[src/hw/rtl/etdb_pkg.sv]
`default_nettype none

package etdb_pkg;

  localparam int unsigned CH_NUM  = 8;
  localparam int unsigned IDX_W   = $clog2(CH_NUM);
  localparam int unsigned TIME_W  = 32;
  localparam int unsigned DB_W    = 16;
  localparam int unsigned CNT_W   = 4;
  localparam int unsigned ADDR_W  = 4;
  localparam int unsigned DATA_W  = 32;

  localparam logic                ACTIVE_LOW_RST = 1'b1;
  localparam logic [DB_W-1:0]     DEBOUNCE_RST   = DB_W'(50);
  localparam logic [CNT_W-1:0]    CH_COUNT_RST   = CNT_W'(8);

  typedef enum logic [1:0] {
    REG_ACTIVE_LOW = 2'd0,
    REG_DEBOUNCE   = 2'd1,
    REG_CH_COUNT   = 2'd2
  } reg_idx_e;

  // One memory word per channel.
  typedef struct packed {
    logic              stable;
    logic              deb;
    logic [TIME_W-1:0] start;
    logic              base;
  } entry_t;

  localparam int unsigned ENTRY_W = $bits(entry_t);

  typedef struct packed {
    logic              is_begin;
    logic              used;
    logic              level;
    logic              edge_hit;
    logic [TIME_W-1:0] now;
    logic [DB_W-1:0]   window;
  } upd_ctrl_t;

endpackage

`default_nettype wire

[src/hw/rtl/etdb_ram.sv]
`default_nettype none

module etdb_ram #(
  parameter int unsigned WIDTH = 8,
  parameter int unsigned DEPTH = 8
) (
  input  wire logic                     clk_i,
  input  wire logic                     we_i,
  input  wire logic [$clog2(DEPTH)-1:0] waddr_i,
  input  wire logic [WIDTH-1:0]         wdata_i,
  input  wire logic                     re_i,
  input  wire logic [$clog2(DEPTH)-1:0] raddr_i,
  output logic      [WIDTH-1:0]         rdata_o
);

  logic [WIDTH-1:0] mem_q [DEPTH];

  always_ff @(posedge clk_i) begin
    if (we_i) begin
      mem_q[waddr_i] <= wdata_i;
    end
  end

  always_ff @(posedge clk_i) begin
    if (re_i) begin
      rdata_o <= mem_q[raddr_i];
    end
  end

endmodule

`default_nettype wire

[src/hw/rtl/etdb_update.sv]
`default_nettype none

module etdb_update (
  input  wire etdb_pkg::entry_t    entry_i,
  input  wire etdb_pkg::upd_ctrl_t ctrl_i,
  output etdb_pkg::entry_t         entry_o,
  output logic                     event_o
);
  import etdb_pkg::*;

  always_comb begin
    logic [TIME_W-1:0] elapsed;
    entry_o = entry_i;
    event_o = 1'b0;
    elapsed = '0;
    if (ctrl_i.is_begin) begin
      entry_o        = '0;
      entry_o.stable = ctrl_i.used & ctrl_i.level;
    end else begin
      // open a window only on an idle channel
      if (ctrl_i.edge_hit && !entry_i.deb) begin
        entry_o.deb   = 1'b1;
        entry_o.start = ctrl_i.now;
      end
      elapsed = ctrl_i.now - entry_o.start;
      if (entry_o.deb && (elapsed >= TIME_W'(ctrl_i.window))) begin
        if (ctrl_i.level != entry_o.stable) begin
          entry_o.stable = ctrl_i.level;
          if (entry_o.base) begin
            event_o = 1'b1;
          end else begin
            entry_o.base = 1'b1;
          end
        end
        entry_o.deb = 1'b0;
      end
    end
  end

endmodule

`default_nettype wire

[src/hw/rtl/edge_triggered_multi_input_debounce_top.sv]
`default_nettype none

// Channel | Dir | Handshake                  | Payload
// in      | in  | in_valid_i / in_stall_o    | command_i, now_ms_i, pin_levels_i, edge_flags_i
// out     | out | out_valid_o / out_stall_i  | channel_index_o, new_state_o, event_time_o, last_o
// cfg     | in  | APB psel/penable/pready    | pwdata / prdata at paddr
//
// A poll does one read-modify-write of the channel memory per channel in use
// (channel_count, saturated at 8); a poll with no channels in use reads and writes no
// memory. A begin does one memory write per channel, for all 8 channels. Items follow
// each other without gaps unless out_stall_i holds the pipeline.
// Unstalled, events leave one per cycle; the final event of a poll is held until the poll ends.
// Reset: per-entry valid flags make the channel memory read as zero; no clearing pass.
// out_stall_i holds the write-back stage, which holds the read stage and the input.

module edge_triggered_multi_input_debounce_top (
  input  wire logic                          clk_i,
  input  wire logic                          rst_ni,

  input  wire logic                          in_valid_i,
  output logic                               in_stall_o,
  input  wire logic                          command_i,
  input  wire logic [etdb_pkg::TIME_W-1:0]   now_ms_i,
  input  wire logic [etdb_pkg::CH_NUM-1:0]   pin_levels_i,
  input  wire logic [etdb_pkg::CH_NUM-1:0]   edge_flags_i,

  output logic                               out_valid_o,
  input  wire logic                          out_stall_i,
  output logic      [etdb_pkg::IDX_W-1:0]    channel_index_o,
  output logic                               new_state_o,
  output logic      [etdb_pkg::TIME_W-1:0]   event_time_o,
  output logic                               last_o,

  input  wire logic                          psel,
  input  wire logic                          penable,
  input  wire logic                          pwrite,
  input  wire logic [etdb_pkg::ADDR_W-1:0]   paddr,
  input  wire logic [etdb_pkg::DATA_W-1:0]   pwdata,
  output logic      [etdb_pkg::DATA_W-1:0]   prdata,
  output logic                               pready
);
  import etdb_pkg::*;

  // configuration
  logic              active_low_q;
  logic [DB_W-1:0]   debounce_ms_q;
  logic [CNT_W-1:0]  ch_count_q;
  logic [CNT_W-1:0]  n_eff;
  reg_idx_e          reg_idx;
  logic              cfg_we;

  // read stage
  logic              busy_q, busy_d;
  logic              cmd_q;
  logic [TIME_W-1:0] now_q;
  logic [CH_NUM-1:0] levels_q;
  logic [CH_NUM-1:0] edges_q;
  logic [IDX_W-1:0]  idx_q, idx_d;
  logic [IDX_W-1:0]  last_idx_q;
  logic              rd_go, rd_last, in_accept;

  // write-back stage
  logic              wb_valid_q, wb_valid_d;
  logic              wb_cmd_q;
  logic [IDX_W-1:0]  wb_idx_q;
  logic              wb_final_q;
  logic [TIME_W-1:0] wb_now_q;
  logic              wb_level_q;
  logic              wb_edge_q;
  logic              wb_used_q;
  logic              wb_go, wb_event, wb_block;

  // memory and forwarding
  logic [CH_NUM-1:0] vld_q;
  logic              rd_vld_q;
  logic              rd_fwd_q;
  entry_t            fwd_data_q;
  logic [ENTRY_W-1:0] ram_rdata;
  entry_t            entry_rd, entry_wr;
  upd_ctrl_t         upd_ctrl;
  logic              upd_event;

  // pending event and output
  logic              pend_valid_q, pend_valid_d;
  logic              pend_end_q, pend_end_d;
  logic [IDX_W-1:0]  pend_idx_q, pend_idx_d;
  logic              pend_state_q, pend_state_d;
  logic [TIME_W-1:0] pend_time_q, pend_time_d;
  logic              out_free, push;
  logic              out_valid_q;

  // ---------------------------------------------------------------- config
  assign reg_idx = reg_idx_e'(paddr[ADDR_W-1:2]);
  assign cfg_we  = psel && penable && pwrite;
  assign pready  = 1'b1;

  always_ff @(posedge clk_i or negedge rst_ni) begin
    if (!rst_ni) begin
      active_low_q  <= ACTIVE_LOW_RST;
      debounce_ms_q <= DEBOUNCE_RST;
      ch_count_q    <= CH_COUNT_RST;
    end else if (cfg_we) begin
      unique case (reg_idx)
        REG_ACTIVE_LOW: active_low_q  <= pwdata[0];
        REG_DEBOUNCE:   debounce_ms_q <= pwdata[DB_W-1:0];
        REG_CH_COUNT:   ch_count_q    <= pwdata[CNT_W-1:0];
        default: ;
      endcase
    end
  end

  always_comb begin
    unique case (reg_idx)
      REG_ACTIVE_LOW: prdata = DATA_W'(active_low_q);
      REG_DEBOUNCE:   prdata = DATA_W'(debounce_ms_q);
      REG_CH_COUNT:   prdata = DATA_W'(ch_count_q);
      default:        prdata = '0;
    endcase
  end

  assign n_eff = (ch_count_q > CNT_W'(CH_NUM)) ? CNT_W'(CH_NUM) : ch_count_q;

  // ---------------------------------------------------------------- read stage
  assign rd_last    = (idx_q == last_idx_q);
  assign rd_go      = busy_q && (!wb_valid_q || wb_go);
  assign in_stall_o = busy_q && !(rd_go && rd_last);
  assign in_accept  = in_valid_i && !in_stall_o;

  always_comb begin
    busy_d = busy_q;
    idx_d  = idx_q;
    if (rd_go) begin
      if (rd_last) begin
        busy_d = 1'b0;
      end else begin
        idx_d = idx_q + 1'b1;
      end
    end
    if (in_accept) begin
      busy_d = command_i || (n_eff != '0);
      idx_d  = '0;
    end
  end

  always_ff @(posedge clk_i or negedge rst_ni) begin
    if (!rst_ni) begin
      busy_q <= 1'b0;
      idx_q  <= '0;
    end else begin
      busy_q <= busy_d;
      idx_q  <= idx_d;
    end
  end

  always_ff @(posedge clk_i) begin
    if (in_accept) begin
      cmd_q      <= command_i;
      now_q      <= now_ms_i;
      levels_q   <= pin_levels_i;
      edges_q    <= edge_flags_i;
      last_idx_q <= command_i ? IDX_W'(CH_NUM - 1) : IDX_W'(n_eff - 1'b1);
    end
  end

  // ---------------------------------------------------------------- memory
  etdb_ram #(
    .WIDTH (ENTRY_W),
    .DEPTH (CH_NUM)
  ) u_state_ram (
    .clk_i   (clk_i),
    .we_i    (wb_go),
    .waddr_i (wb_idx_q),
    .wdata_i (entry_wr),
    .re_i    (rd_go),
    .raddr_i (idx_q),
    .rdata_o (ram_rdata)
  );

  // forward a write that lands on the entry being read in the same cycle
  always_ff @(posedge clk_i or negedge rst_ni) begin
    if (!rst_ni) begin
      vld_q    <= '0;
      rd_vld_q <= 1'b0;
      rd_fwd_q <= 1'b0;
    end else begin
      if (wb_go) begin
        vld_q[wb_idx_q] <= 1'b1;
      end
      if (rd_go) begin
        rd_vld_q <= vld_q[idx_q];
        rd_fwd_q <= wb_go && (wb_idx_q == idx_q);
      end
    end
  end

  always_ff @(posedge clk_i) begin
    if (rd_go) begin
      fwd_data_q <= entry_wr;
    end
  end

  assign entry_rd = rd_fwd_q ? fwd_data_q : (rd_vld_q ? entry_t'(ram_rdata) : '0);

  // ---------------------------------------------------------------- write-back
  always_comb begin
    wb_valid_d = wb_valid_q;
    if (rd_go) begin
      wb_valid_d = 1'b1;
    end else if (wb_go) begin
      wb_valid_d = 1'b0;
    end
  end

  always_ff @(posedge clk_i or negedge rst_ni) begin
    if (!rst_ni) begin
      wb_valid_q <= 1'b0;
    end else begin
      wb_valid_q <= wb_valid_d;
    end
  end

  always_ff @(posedge clk_i) begin
    if (rd_go) begin
      wb_cmd_q   <= cmd_q;
      wb_idx_q   <= idx_q;
      wb_final_q <= rd_last;
      wb_now_q   <= now_q;
      wb_level_q <= levels_q[idx_q] ^ active_low_q;
      wb_edge_q  <= edges_q[idx_q];
      wb_used_q  <= CNT_W'(idx_q) < n_eff;
    end
  end

  assign upd_ctrl = '{
    is_begin: wb_cmd_q,
    used:     wb_used_q,
    level:    wb_level_q,
    edge_hit: wb_edge_q,
    now:      wb_now_q,
    window:   debounce_ms_q
  };

  etdb_update u_update (
    .entry_i (entry_rd),
    .ctrl_i  (upd_ctrl),
    .entry_o (entry_wr),
    .event_o (upd_event)
  );

  assign out_free = !out_valid_q || !out_stall_i;
  assign wb_event = wb_valid_q && !wb_cmd_q && upd_event;
  assign wb_block = wb_event && pend_valid_q && !out_free;
  assign wb_go    = wb_valid_q && !wb_block;
  // a newer event proves the pending one is not the last of its poll
  assign push     = pend_valid_q && out_free && (pend_end_q || wb_event);

  // ---------------------------------------------------------------- pending event
  always_comb begin
    pend_valid_d = pend_valid_q;
    pend_end_d   = pend_end_q;
    pend_idx_d   = pend_idx_q;
    pend_state_d = pend_state_q;
    pend_time_d  = pend_time_q;
    if (push) begin
      pend_valid_d = 1'b0;
    end
    if (wb_go && wb_event) begin
      pend_valid_d = 1'b1;
      pend_end_d   = wb_final_q;
      pend_idx_d   = wb_idx_q;
      pend_state_d = wb_level_q;
      pend_time_d  = wb_now_q;
    end else if (wb_go && wb_final_q && !wb_cmd_q && pend_valid_q && !push) begin
      pend_end_d = 1'b1;
    end
  end

  always_ff @(posedge clk_i or negedge rst_ni) begin
    if (!rst_ni) begin
      pend_valid_q <= 1'b0;
      pend_end_q   <= 1'b0;
    end else begin
      pend_valid_q <= pend_valid_d;
      pend_end_q   <= pend_end_d;
    end
  end

  always_ff @(posedge clk_i) begin
    pend_idx_q   <= pend_idx_d;
    pend_state_q <= pend_state_d;
    pend_time_q  <= pend_time_d;
  end

  // ---------------------------------------------------------------- output
  always_ff @(posedge clk_i or negedge rst_ni) begin
    if (!rst_ni) begin
      out_valid_q <= 1'b0;
    end else if (push) begin
      out_valid_q <= 1'b1;
    end else if (!out_stall_i) begin
      out_valid_q <= 1'b0;
    end
  end

  always_ff @(posedge clk_i) begin
    if (push) begin
      channel_index_o <= pend_idx_q;
      new_state_o     <= pend_state_q;
      event_time_o    <= pend_time_q;
      last_o          <= pend_end_q;
    end
  end

  assign out_valid_o = out_valid_q;

  // ---------------------------------------------------------------- assertions
  a_wb_hold: assert property (@(posedge clk_i) disable iff (!rst_ni)
    wb_valid_q && !wb_go |=> wb_valid_q && $stable(wb_idx_q))
    else $error("write-back stage dropped a stalled channel");

  a_pend_kept: assert property (@(posedge clk_i) disable iff (!rst_ni)
    pend_valid_q && !push |=> pend_valid_q)
    else $error("pending event lost without being sent");

  a_idx_step: assert property (@(posedge clk_i) disable iff (!rst_ni)
    busy_q && rd_go && !rd_last |=> busy_q && (idx_q == $past(idx_q) + 1'b1))
    else $error("channel sweep skipped or ended early");

endmodule

`default_nettype wire
[config.mk]
export PLATFORM = sky130hd
export DESIGN_NAME = edge_triggered_multi_input_debounce_top
export DESIGN_NICKNAME = d
export VERILOG_FILES = /design/src/hw/rtl/etdb_pkg.sv /design/src/hw/rtl/etdb_ram.sv /design/src/hw/rtl/etdb_update.sv /design/src/hw/rtl/edge_triggered_multi_input_debounce_top.sv
export SDC_FILE = /design/constraint.sdc
export NUM_CORES = 1
export LEC_CHECK = 0
export ABC_CLOCK_PERIOD_IN_PS = 11600
export BUFFER_PORTS_ARGS = -buffer_cell sky130_fd_sc_hd__buf_2
export CORE_MARGIN = 4
export CORE_UTILIZATION = 35
export CTS_BUF_LIST = sky130_fd_sc_hd__clkbuf_16
export DETAILED_ROUTE_END_ITERATION = 7
export GPL_ROUTABILITY_DRIVEN = 0
export PLACE_DENSITY = 0.55
export SLEW_MARGIN = 10
export SYNTH_ARGS = -nofsm -noshare
export SYNTH_HDL_FRONTEND = slang
export SYNTH_HIERARCHICAL = 1
export SYNTH_SLANG_ARGS = --single-unit
[constraint.sdc]
create_clock -name clk_i -period 11.6 [get_ports clk_i]
set_clock_uncertainty 0.2 [all_clocks]
set_input_delay 2.32 -clock clk_i [delete_from_list [all_inputs] [get_ports clk_i]]
set_output_delay 2.32 -clock clk_i [all_outputs]
set_load 0.1 [all_outputs]
# Yosys cells after proc, flatten, opt, wreduce, memory -nomap -nowiden
# Memories as Yosys holds them, arrays and structs flattened. A register that Yosys moved wholly into a read port is not among the register bits.
# Cells that the tools add are included.
# classes
n_addsub	3
reduce_logical	48
shifts	0
magnitude_cmp	6
mul	0
div_mod_pow	0
n_eq_ne	7
mux	39
n_bitwise	3
# ops
cell	count
$mux 35	3
$mux 33	2
$pmux 16 s3	1
$ge 32x16->1	1
$sub 32x32->32	1
$mux 1	24
$logic_and 1x1->1	22
$logic_not 1->1	10
$reduce_and 2->1	5
$reduce_bool 2->1	5
$bmux 1 s3	3
$mux 3	3
$lt 3x4->1 const B	2
$or 8x8->8	1
$eq 3x3->1	2
$gt 4x4->1 const B	1
$logic_or 1x1->1	4
$lt 3x4->1	1
$mux 4	1
$ne 2x1->1 const B	2
$reduce_bool 4->1	1
$add 3x1->3 const B	1
$demux 1 s3	1
$ge 3x1->1 const B	1
other kinds (8)	8
# totals
ramBits	280
regBits	239
mem_count	1
word_cells	142
latchBits	0
rom_bits	0
out_inout_bits	72
in_bits	92
# memory_table
memory	depth	word_bits	rd	rd_clocked_by_memory_dff	write_ports	line	text
u_state_ram.mem_q	8	35	1	1	1	etdb_ram.sv:16	logic [WIDTH-1:0] mem_q [DEPTH];

# Logic depth before layout (Yosys ltp)
# Gate-level depths: netlist (run 1).
# depth
depth_word	25
ltp_mapped	30
mapped_depth_nobuf	27

# Hierarchy
# Netlist (run 1), hierarchy kept.
# by_module_without_submodules
module	n_inst	cells_per_inst	area_each_um2
etdb_ram	1	453	11886.4
edge_triggered_multi_input_debounce_top	1	453	8682.1
etdb_update	1	406	2773.9

# Least setup slack after synthesis (run 1)
# No wires, ideal clock.
# synth_timing
kind	register to register
start	reg rd_fwd_q
end	mem u_state_ram/mem_q[4][0] (netlist bit), enable pin
required_ns	10.929
path_stages_with_launch	28
t_arrival_ns	8.425
slack_ns	2.504
path_buffers	4
cell_sequence	dfrtp_1 clkbuf_1 clkbuf_1 nand2_1 o21ai_0 nand2b_1 clkbuf_1 clkbuf_1 mux2i_1 ha_1 a21o_1 a221oi_4 a2bb2oi_1 nor2b_1 xnor2_1 ha_1 and4_1 a32oi_1 o2111ai_1 a211o_1 a2111o_1 nor4_2 a31o_2 nor4b_1 inv_1 o31a_1 nand2_1 nor3_1
# synth_rtl
element	line	text
start: declaration	edge_triggered_multi_input_debounce_top.sv:76	logic rd_fwd_q;
start signal: assignment	edge_triggered_multi_input_debounce_top.sv:191	rd_fwd_q <= wb_go && (wb_idx_q == idx_q);
end: declaration	etdb_ram.sv:16	

==> results of run 1 <==
## cells in the final DEF (no fill, tap or decap), types with 6 or more instances in the layout
cell and count:
sky130_fd_sc_hd__nor2_1 58, sky130_fd_sc_hd__a21oi_1 40, sky130_fd_sc_hd__clkinv_2 7, sky130_fd_sc_hd__nand3_1 12, sky130_fd_sc_hd__nor3_1 8, sky130_fd_sc_hd__clkinv_1 14, sky130_fd_sc_hd__nand4_1 6, sky130_fd_sc_hd__a22o_1 37
sky130_fd_sc_hd__clkbuf_16 62, sky130_fd_sc_hd__mux4_1 76, sky130_fd_sc_hd__mux2_2 57, sky130_fd_sc_hd__and2_1 15, sky130_fd_sc_hd__nand2_1 57, sky130_fd_sc_hd__o21bai_1 9, sky130_fd_sc_hd__conb_1 17, sky130_fd_sc_hd__mux2i_1 39
sky130_fd_sc_hd__a211oi_1 6, sky130_fd_sc_hd__dfrtp_1 31, sky130_fd_sc_hd__xnor2_1 25, sky130_fd_sc_hd__o211ai_1 7, sky130_fd_sc_hd__ha_1 52, sky130_fd_sc_hd__inv_1 43, sky130_fd_sc_hd__o21ai_0 21, sky130_fd_sc_hd__buf_2 128
sky130_fd_sc_hd__edfxtp_1 515, sky130_fd_sc_hd__o21a_1 9, sky130_fd_sc_hd__o21ai_1 11, sky130_fd_sc_hd__xor2_1 9, sky130_fd_sc_hd__buf_4 20, sky130_fd_sc_hd__nand2b_1 13, sky130_fd_sc_hd__nor2_4 6
## cell type report
| type | count | area [µm²] | area share |
|---|---|---|---|
| clock buffers | 62 | 1550 | 0.0577 |
| clock inverters | 51 | 378 | 0.0140 |
| inverters | 29 | 111 | 0.00414 |
| multi-input cells | 677 | 6530 | 0.243 |
| flip-flops and latches | 554 | 16500 | 0.612 |
| well taps | 864 | 1080 | 0.0402 |
| repair buffers | 148 | 791 | 0.0294 |
## cells by family after synthesis
logic type                 Yosys count  share of synthesized area
adders and majority gates           53                     0.0287
muxes                              172                      0.130
and+or+nand+nor                    212                     0.0444
xor gates and xnor gates            34                     0.0128
buffers and inverters               96                     0.0215
AOI/OAI and AO/OA                  189                     0.0579
DFF                                554                      0.705
other                                2                   0.000322
## flip-flops by register name, summed over array words and instances, names as in the netlist, 3 cells and up
signal,flops
pend_idx_q,3
idx_q,3
wb_now_q,32
wb_idx_q,3
debounce_ms_q,16
u_state_ram/rdata_o,35
fwd_data_q,35
now_q,32
event_time_o,32
edges_q,8
ch_count_q,4
u_state_ram/mem_q,280
last_idx_q,3
vld_q,8
levels_q,8
channel_index_o,3
pend_time_q,32
## worst paths after layout
kind,end,slack (ns),cells after the start
worst max-delay path,in_stall_o,0.72,27
worst min-delay path,wb_now_q[30],0.21,0
worst max register to register,now_q[23],2.66,27
worst min register to register,wb_now_q[30],0.21,0
max in group asynchronous,idx_q[0],8.80,1
min in group asynchronous,debounce_ms_q[2],1.65,1
## per-layer routing
| metal | vias up | part of all wire | wire length (µm) | track usage |
|---|---|---|---|---|
| met5 | - | 0 | 0 | 0 |
| met4 | 0 | 0.022 | 1150 | 0.0413 |
| met3 | 78 | 0.037 | 1870 | 0.0180 |
| met2 | 251 | 0.50 | 25400 | 0.246 |
| met1 | 6308 | 0.45 | 22800 | 0.191 |
| li1 | 5582 | - | - | - |
## stage by stage
| step | power, W | area (µm²) | cells |
|---|---|---|---|
| 4_1_cts | 0.00893 | 26900 | 2385 |
| 3_5_place_dp | 0.00707 | 25000 | 2272 |
| 2_1_floorplan | 0.00606 | 23400 | 1327 |
| 5_1_grt | 0.00937 | 26900 | 2385 |
| 3_3_place_gp | 0.00698 | 25000 | 2272 |
| 6_report | 0.00884 | 26900 | 2385 |
## power by group through the flow
stage	logic, W	clock network, W	registers [W]
finish	0.00357	0.00183	0.00344
global route	0.00390	0.00197	0.00350
CTS	0.00359	0.00189	0.00345
detailed placement	0.00358	0	0.00349
global placement	0.00352	0	0.00346
floorplan	0.00266	0	0.00340
## worst max-delay path, delay by kind of cell, from the launching register on
family | cells | cell delay [ns]
and+or+nand+nor | 9 | 2.94
AOI/OAI and AO/OA | 10 | 2.56
adders and majority gates | 3 | 0.98
buffers and inverters | 4 | 0.79
DFF | 1 | 0.39
xor gates and xnor gates | 1 | 0.10
==> flow_summary.json, run 1 <==
{
  "cts.path.max_buffers": 3,
  "fillers": 5910,
  "route.detailed.drc": 0,
  "drt.antenna.violating_nets": 0,
  "cts_buffers": 60,
  "synth_top_area_frac": 0.663,
  "die_area_um2": 70900,
  "holdBufCountCts": 0,
  "detailedRoute.firstIterationViolations": 678,
  "largest_net_degree_at_the_start_of_global_routing": 53,
  "deepest_level_of_the_cts_h_tree": 2,
  "tightestPinTransition_ns": 0.986,
  "number_of_enable_type_register_cells_in_the_synthesized_netlist": 515,
  "grt-ovfl-total": 0,
  "netlist_area_um2": 23300,
  "run_status": "finished, final reports clean",
  "worst_setup_path_start_kind": "flop",
  "finalMaxSlewViolations": 0,
  "synth_seq_area_share": 0.705,
  "cts_tree": "built",
  "detail_route.first_pass.iterations": 7,
  "yosys-top-cells-area": "sky130_fd_sc_hd__edfxtp_1 (66%), sky130_fd_sc_hd__mux4_1 (8.6%), sky130_fd_sc_hd__dfrtp_1 (3.6%), sky130_fd_sc_hd__ha_1 (2.8%), sky130_fd_sc_hd__mux2_2 (2.7%)",
  "yosys-top-cells-count": "sky130_fd_sc_hd__edfxtp_1 (515), sky130_fd_sc_hd__mux4_1 (76), sky130_fd_sc_hd__nor2_1 (64)",
  "die-width_um": 266,
  "cp-startpoint": "rd_fwd_q",
  "die_h_um": 266,
  "numPortBuffers": 128,
  "fmax_mhz": 91.9,
  "cts_resized": 0,
  "sequentialPowerShare": 0.389,
  "layout_min_cycle_time_ns": 10.88,
  "cts.reportedPaths.clkPinSlew_ns": 0.06,
  "crit_fanout": 18,
  "placement_rows": 94,
  "hold_start": "now_q[30]",
  "antenna_cells_inserted": 0,
  "powerDensity_nw_per_um2": 328,
  "ys_warn_count": 6,
  "antenna_found_initial": 0,
  "critPathCaptureType": "primary output",
  "num_vias": 12200,
  "final.setup.tns_ns": 0,
  "post_cts.repair.setup_buffers": 0,
  "yosysUniqueCellTypes": 72,
  "ys_seq_elements": 554,
  "yosys.area.top_type": "sky130_fd_sc_hd__edfxtp_1",
  "final_layout_size_suffix_gt1_frac": 0.214,
  "timing.critical_path.slowest_stage_cell": "sky130_fd_sc_hd__nor4b_1",
  "drt-wirelength-per-cell_um": 21.5,
  "clock_sinks": 554,
  "dominantRegCellSynth": "sky130_fd_sc_hd__edfxtp_1",
  "crit_path_max_incr_delay_ns": 0.72,
  "netlist_instances": 1312,
  "timing.hold.worst.class": "flop to flop",
  "final_min_period_over_clock_period": 0.938,
  "postRouteWirelength_um": 51300,
  "p_sw_w": 0.00326,
  "max-cap-violations": 0,
  "p_clk_frac": 0.207,
  "static-leakage-power_nw": 9.85,
  "swShare": 0.369,
  "timing.final.hold_violations": 0,
  "rsz0062_at_grt": "false",
  "fin_worst_hold_slack_ns": 0.212,
  "timing_worst_setup_path_type": "flop to primary output",
  "grt_pass1_vias": 12600,
  "syn-mean-instance-area_um2": 17.8,
  "critical_path.reg2reg.startpoint": "rd_fwd_q",
  "preCtsSetupSlack_ns": 1.42,
  "ir_drop_mv": 0.142,
  "first_pass_grt_wire_length_um": 77000,
  "final_nets": 1615,
  "area_delta_synth_final_pct": 15.2,
  "post_drt_via_cell_ratio": 5.12,
  "slew-limit-headroom": 0.343,
  "global_route.usage.total": 0.143,
  "top_level_ports": 164,
  "cts_root_buf": "sky130_fd_sc_hd__clkbuf_16",
  "critical_path_arrival_ns": 8.36,
  "coreArea_um2": 66000,
  "internal_power_w": 0.00557,
  "path_common_cell": "sky130_fd_sc_hd__o21ai_0",
  "floorplan.initialDensity": 0.354,
  "clock_insertion_delay_worst_skew_ns": 0.63,
  "critical_path_required_ns": 9.08,
  "setup_ws_ns": 0.716,
  "count_of_final_setup_violators": 0,
  "layout.core_utilization": 0.408,
  "comb_power_share": 0.404,
  "detailed_place_hpwl_um": 31200,
  "async_flop_share": 0.0704,
  "dominant_cell_by_count_in_the_synthesized_netlist": "sky130_fd_sc_hd__edfxtp_1"
}
Note: power is estimated with default switching activity, not from simulation.
==> run 2: changes to the inputs <==
REMOVE_ABC_BUFFERS = 1   (was default)
==> run 2 against run 1 <==
Against the previous run: routed wire length grew 3.7%; total power fell by 0.57%; utilization shrank 0.14 points; largest power group unchanged.
==> flow_summary.json, run 2 (synthesized netlist as in run 1, its figures left out) <==
{
  "timing.final.hold_violations": 0,
  "detail_route.first_pass.iterations": 5,
  "ir_drop_mv": 0.162,
  "final_min_period_over_clock_period": 0.924,
  "comb_power_share": 0.404,
  "grt-ovfl-total": 0,
  "tightestPinTransition_ns": 1.16,
  "timing.hold.worst.class": "flop to flop",
  "rsz0062_at_grt": "false",
  "first_pass_grt_wire_length_um": 78900,
  "final_layout_size_suffix_gt1_frac": 0.215,
  "static-leakage-power_nw": 9.80,
  "crit_fanout": 18,
  "floorplan.initialDensity": 0.354,
  "post_cts.repair.setup_buffers": 0,
  "critical_path_arrival_ns": 8.20,
  "max-cap-violations": 0,
  "clock_insertion_delay_worst_skew_ns": 0.61,
  "detailedRoute.firstIterationViolations": 744,
  "cts_buffers": 57,
  "multi_input_area_um2": 6530,
  "slew-limit-headroom": 0.230,
  "clock_sinks": 554,
  "timing_worst_setup_path_type": "flop to primary output",
  "die_area_um2": 70900,
  "final.setup.tns_ns": 0,
  "placement_rows": 94,
  "numPortBuffers": 128,
  "largest_net_degree_at_the_start_of_global_routing": 63,
  "antenna_found_initial": 1,
  "final_cell_mix": "sky130_fd_sc_hd__edfxtp_1 (515), sky130_fd_sc_hd__buf_2 (128), sky130_fd_sc_hd__mux4_1 (76)",
  "swShare": 0.369,
  "internal_power_w": 0.00555,
  "largest_registers": "u_state_ram/mem_q x280, fwd_data_q x35, u_state_ram/rdata_o x35",
  "cts.path.max_buffers": 3,
  "layout_min_cycle_time_ns": 10.72,
  "p_clk_frac": 0.202,
  "final_nets": 1614,
  "crit_path_max_incr_delay_ns": 0.85,
  "run_status": "finished, final reports clean",
  "p_sw_w": 0.00324,
  "fillers": 5942,
  "grt_pass1_vias": 12700,
  "power_w": 0.00879,
  "drt.antenna.violating_nets": 0,
  "worst_setup_path_start_kind": "flop",
  "area_delta_synth_final_pct": 14.8,
  "global_route.usage.total": 0.148,
  "cts.reportedPaths.clkPinSlew_ns": 0.06,
  "die_h_um": 266,
  "deepest_level_of_the_cts_h_tree": 2,
  "cts_tree": "built",
  "count_of_final_setup_violators": 0,
  "cts_resized": 0,
  "fmax_mhz": 93.3,
  "placed_cells": 2274,
  "drt-wirelength-per-cell_um": 22.3,
  "timing.critical_path.slowest_stage_cell": "sky130_fd_sc_hd__nor4b_1",
  "path_common_cell": "sky130_fd_sc_hd__o21ai_0",
  "stdcell_count": 2382,
  "num_vias": 12200,
  "holdBufCountCts": 0,
  "top_level_ports": 164,
  "postRouteWirelength_um": 53100,
  "fin_worst_hold_slack_ns": 0.208,
  "final_common_cell": "sky130_fd_sc_hd__edfxtp_1",
  "powerDensity_nw_per_um2": 328,
  "area.sequential_um2": 16500,
  "regMostFlops": "u_state_ram/mem_q",
  "critPathBufInv": 3,
  "finalMaxSlewViolations": 0,
  "largest_register_ffs": 280,
  "sequentialPowerShare": 0.394,
  "family_of_cells_with_the_greatest_summed_delay_on_the_critical_path": "simple AND/OR/NAND/NOR gates",
  "route.detailed.drc": 0,
  "coreArea_um2": 66000,
  "detailed_place_hpwl_um": 31700,
  "cts_root_buf": "sky130_fd_sc_hd__clkbuf_16",
  "critical_path_required_ns": 9.08,
  "post_drt_via_cell_ratio": 5.13,
  "critPathCaptureType": "primary output",
  "die-width_um": 266
}
==> run 2: power groups by stage <==
stage	clock, W	sequential [W]	combinational [W]
floorplan	0	0.00350	0.00252
global placement	0	0.00348	0.00348
detailed placement	0	0.00351	0.00355
CTS	0.00183	0.00348	0.00357
global route	0.00191	0.00353	0.00390
finish	0.00177	0.00346	0.00355
==> run 2: routing by layer <==
metal | GRT usage | wire (µm) | share of wire
met1 | 0.199 | 23900 | 0.45
met2 | 0.251 | 25800 | 0.48
met3 | 0.0242 | 2360 | 0.044
met5 | 0 | 0 | 0
met4 | 0.0390 | 1090 | 0.020
==> run 2: final timing paths <==
| check | slack (ns) | from | end | cells past startpoint |
|---|---|---|---|---|
| worst max-delay path | 0.88 | rd_fwd_q | in_stall_o | 26 |
| worst min-delay path | 0.21 | pend_time_q[3] | event_time_o[3] | 0 |
| worst max register to register | 2.97 | rd_fwd_q | now_q[4] | 26 |
| worst min register to register | 0.21 | pend_time_q[3] | event_time_o[3] | 0 |
| max in group asynchronous | 9.07 | rst_ni | idx_q[0] | 2 |
| min in group asynchronous | 1.63 | rst_ni | vld_q[6] | 2 |
==> run 2: area by class of cell <==
class                           instances  area share
Timing Repair Buffer                  150      0.0301
Clock inverter                         49      0.0146
Antenna cell                            2    0.000187
Sequential cell                       554       0.614
Multi-Input combinational cell        677       0.244
Inverter                               29     0.00415
Tap cell                              864      0.0403
Clock buffer                           57      0.0532
==> run 2: worst register-to-register path: cells and delay by family, from the launching register on <==
kind	cells	cell delay [ns]
fa+ha+maj	3	0.98
xor+xnor	1	0.16
buf+inv	2	0.57
flops	1	0.41
compound gates	11	3.07
simple gates	9	2.83
==> run 2: through the flow <==
step | cell area (µm²) | worst slack [ns] | util
CTS | 26800 | 0.913 | 0.406
global route | 26800 | 0.291 | 0.406
floorplan | 23000 | 1.78 | -
finish | 26800 | 0.881 | 0.406
global placement | 25000 | 1.72 | 0.379
detailed placement | 25000 | 1.58 | 0.379
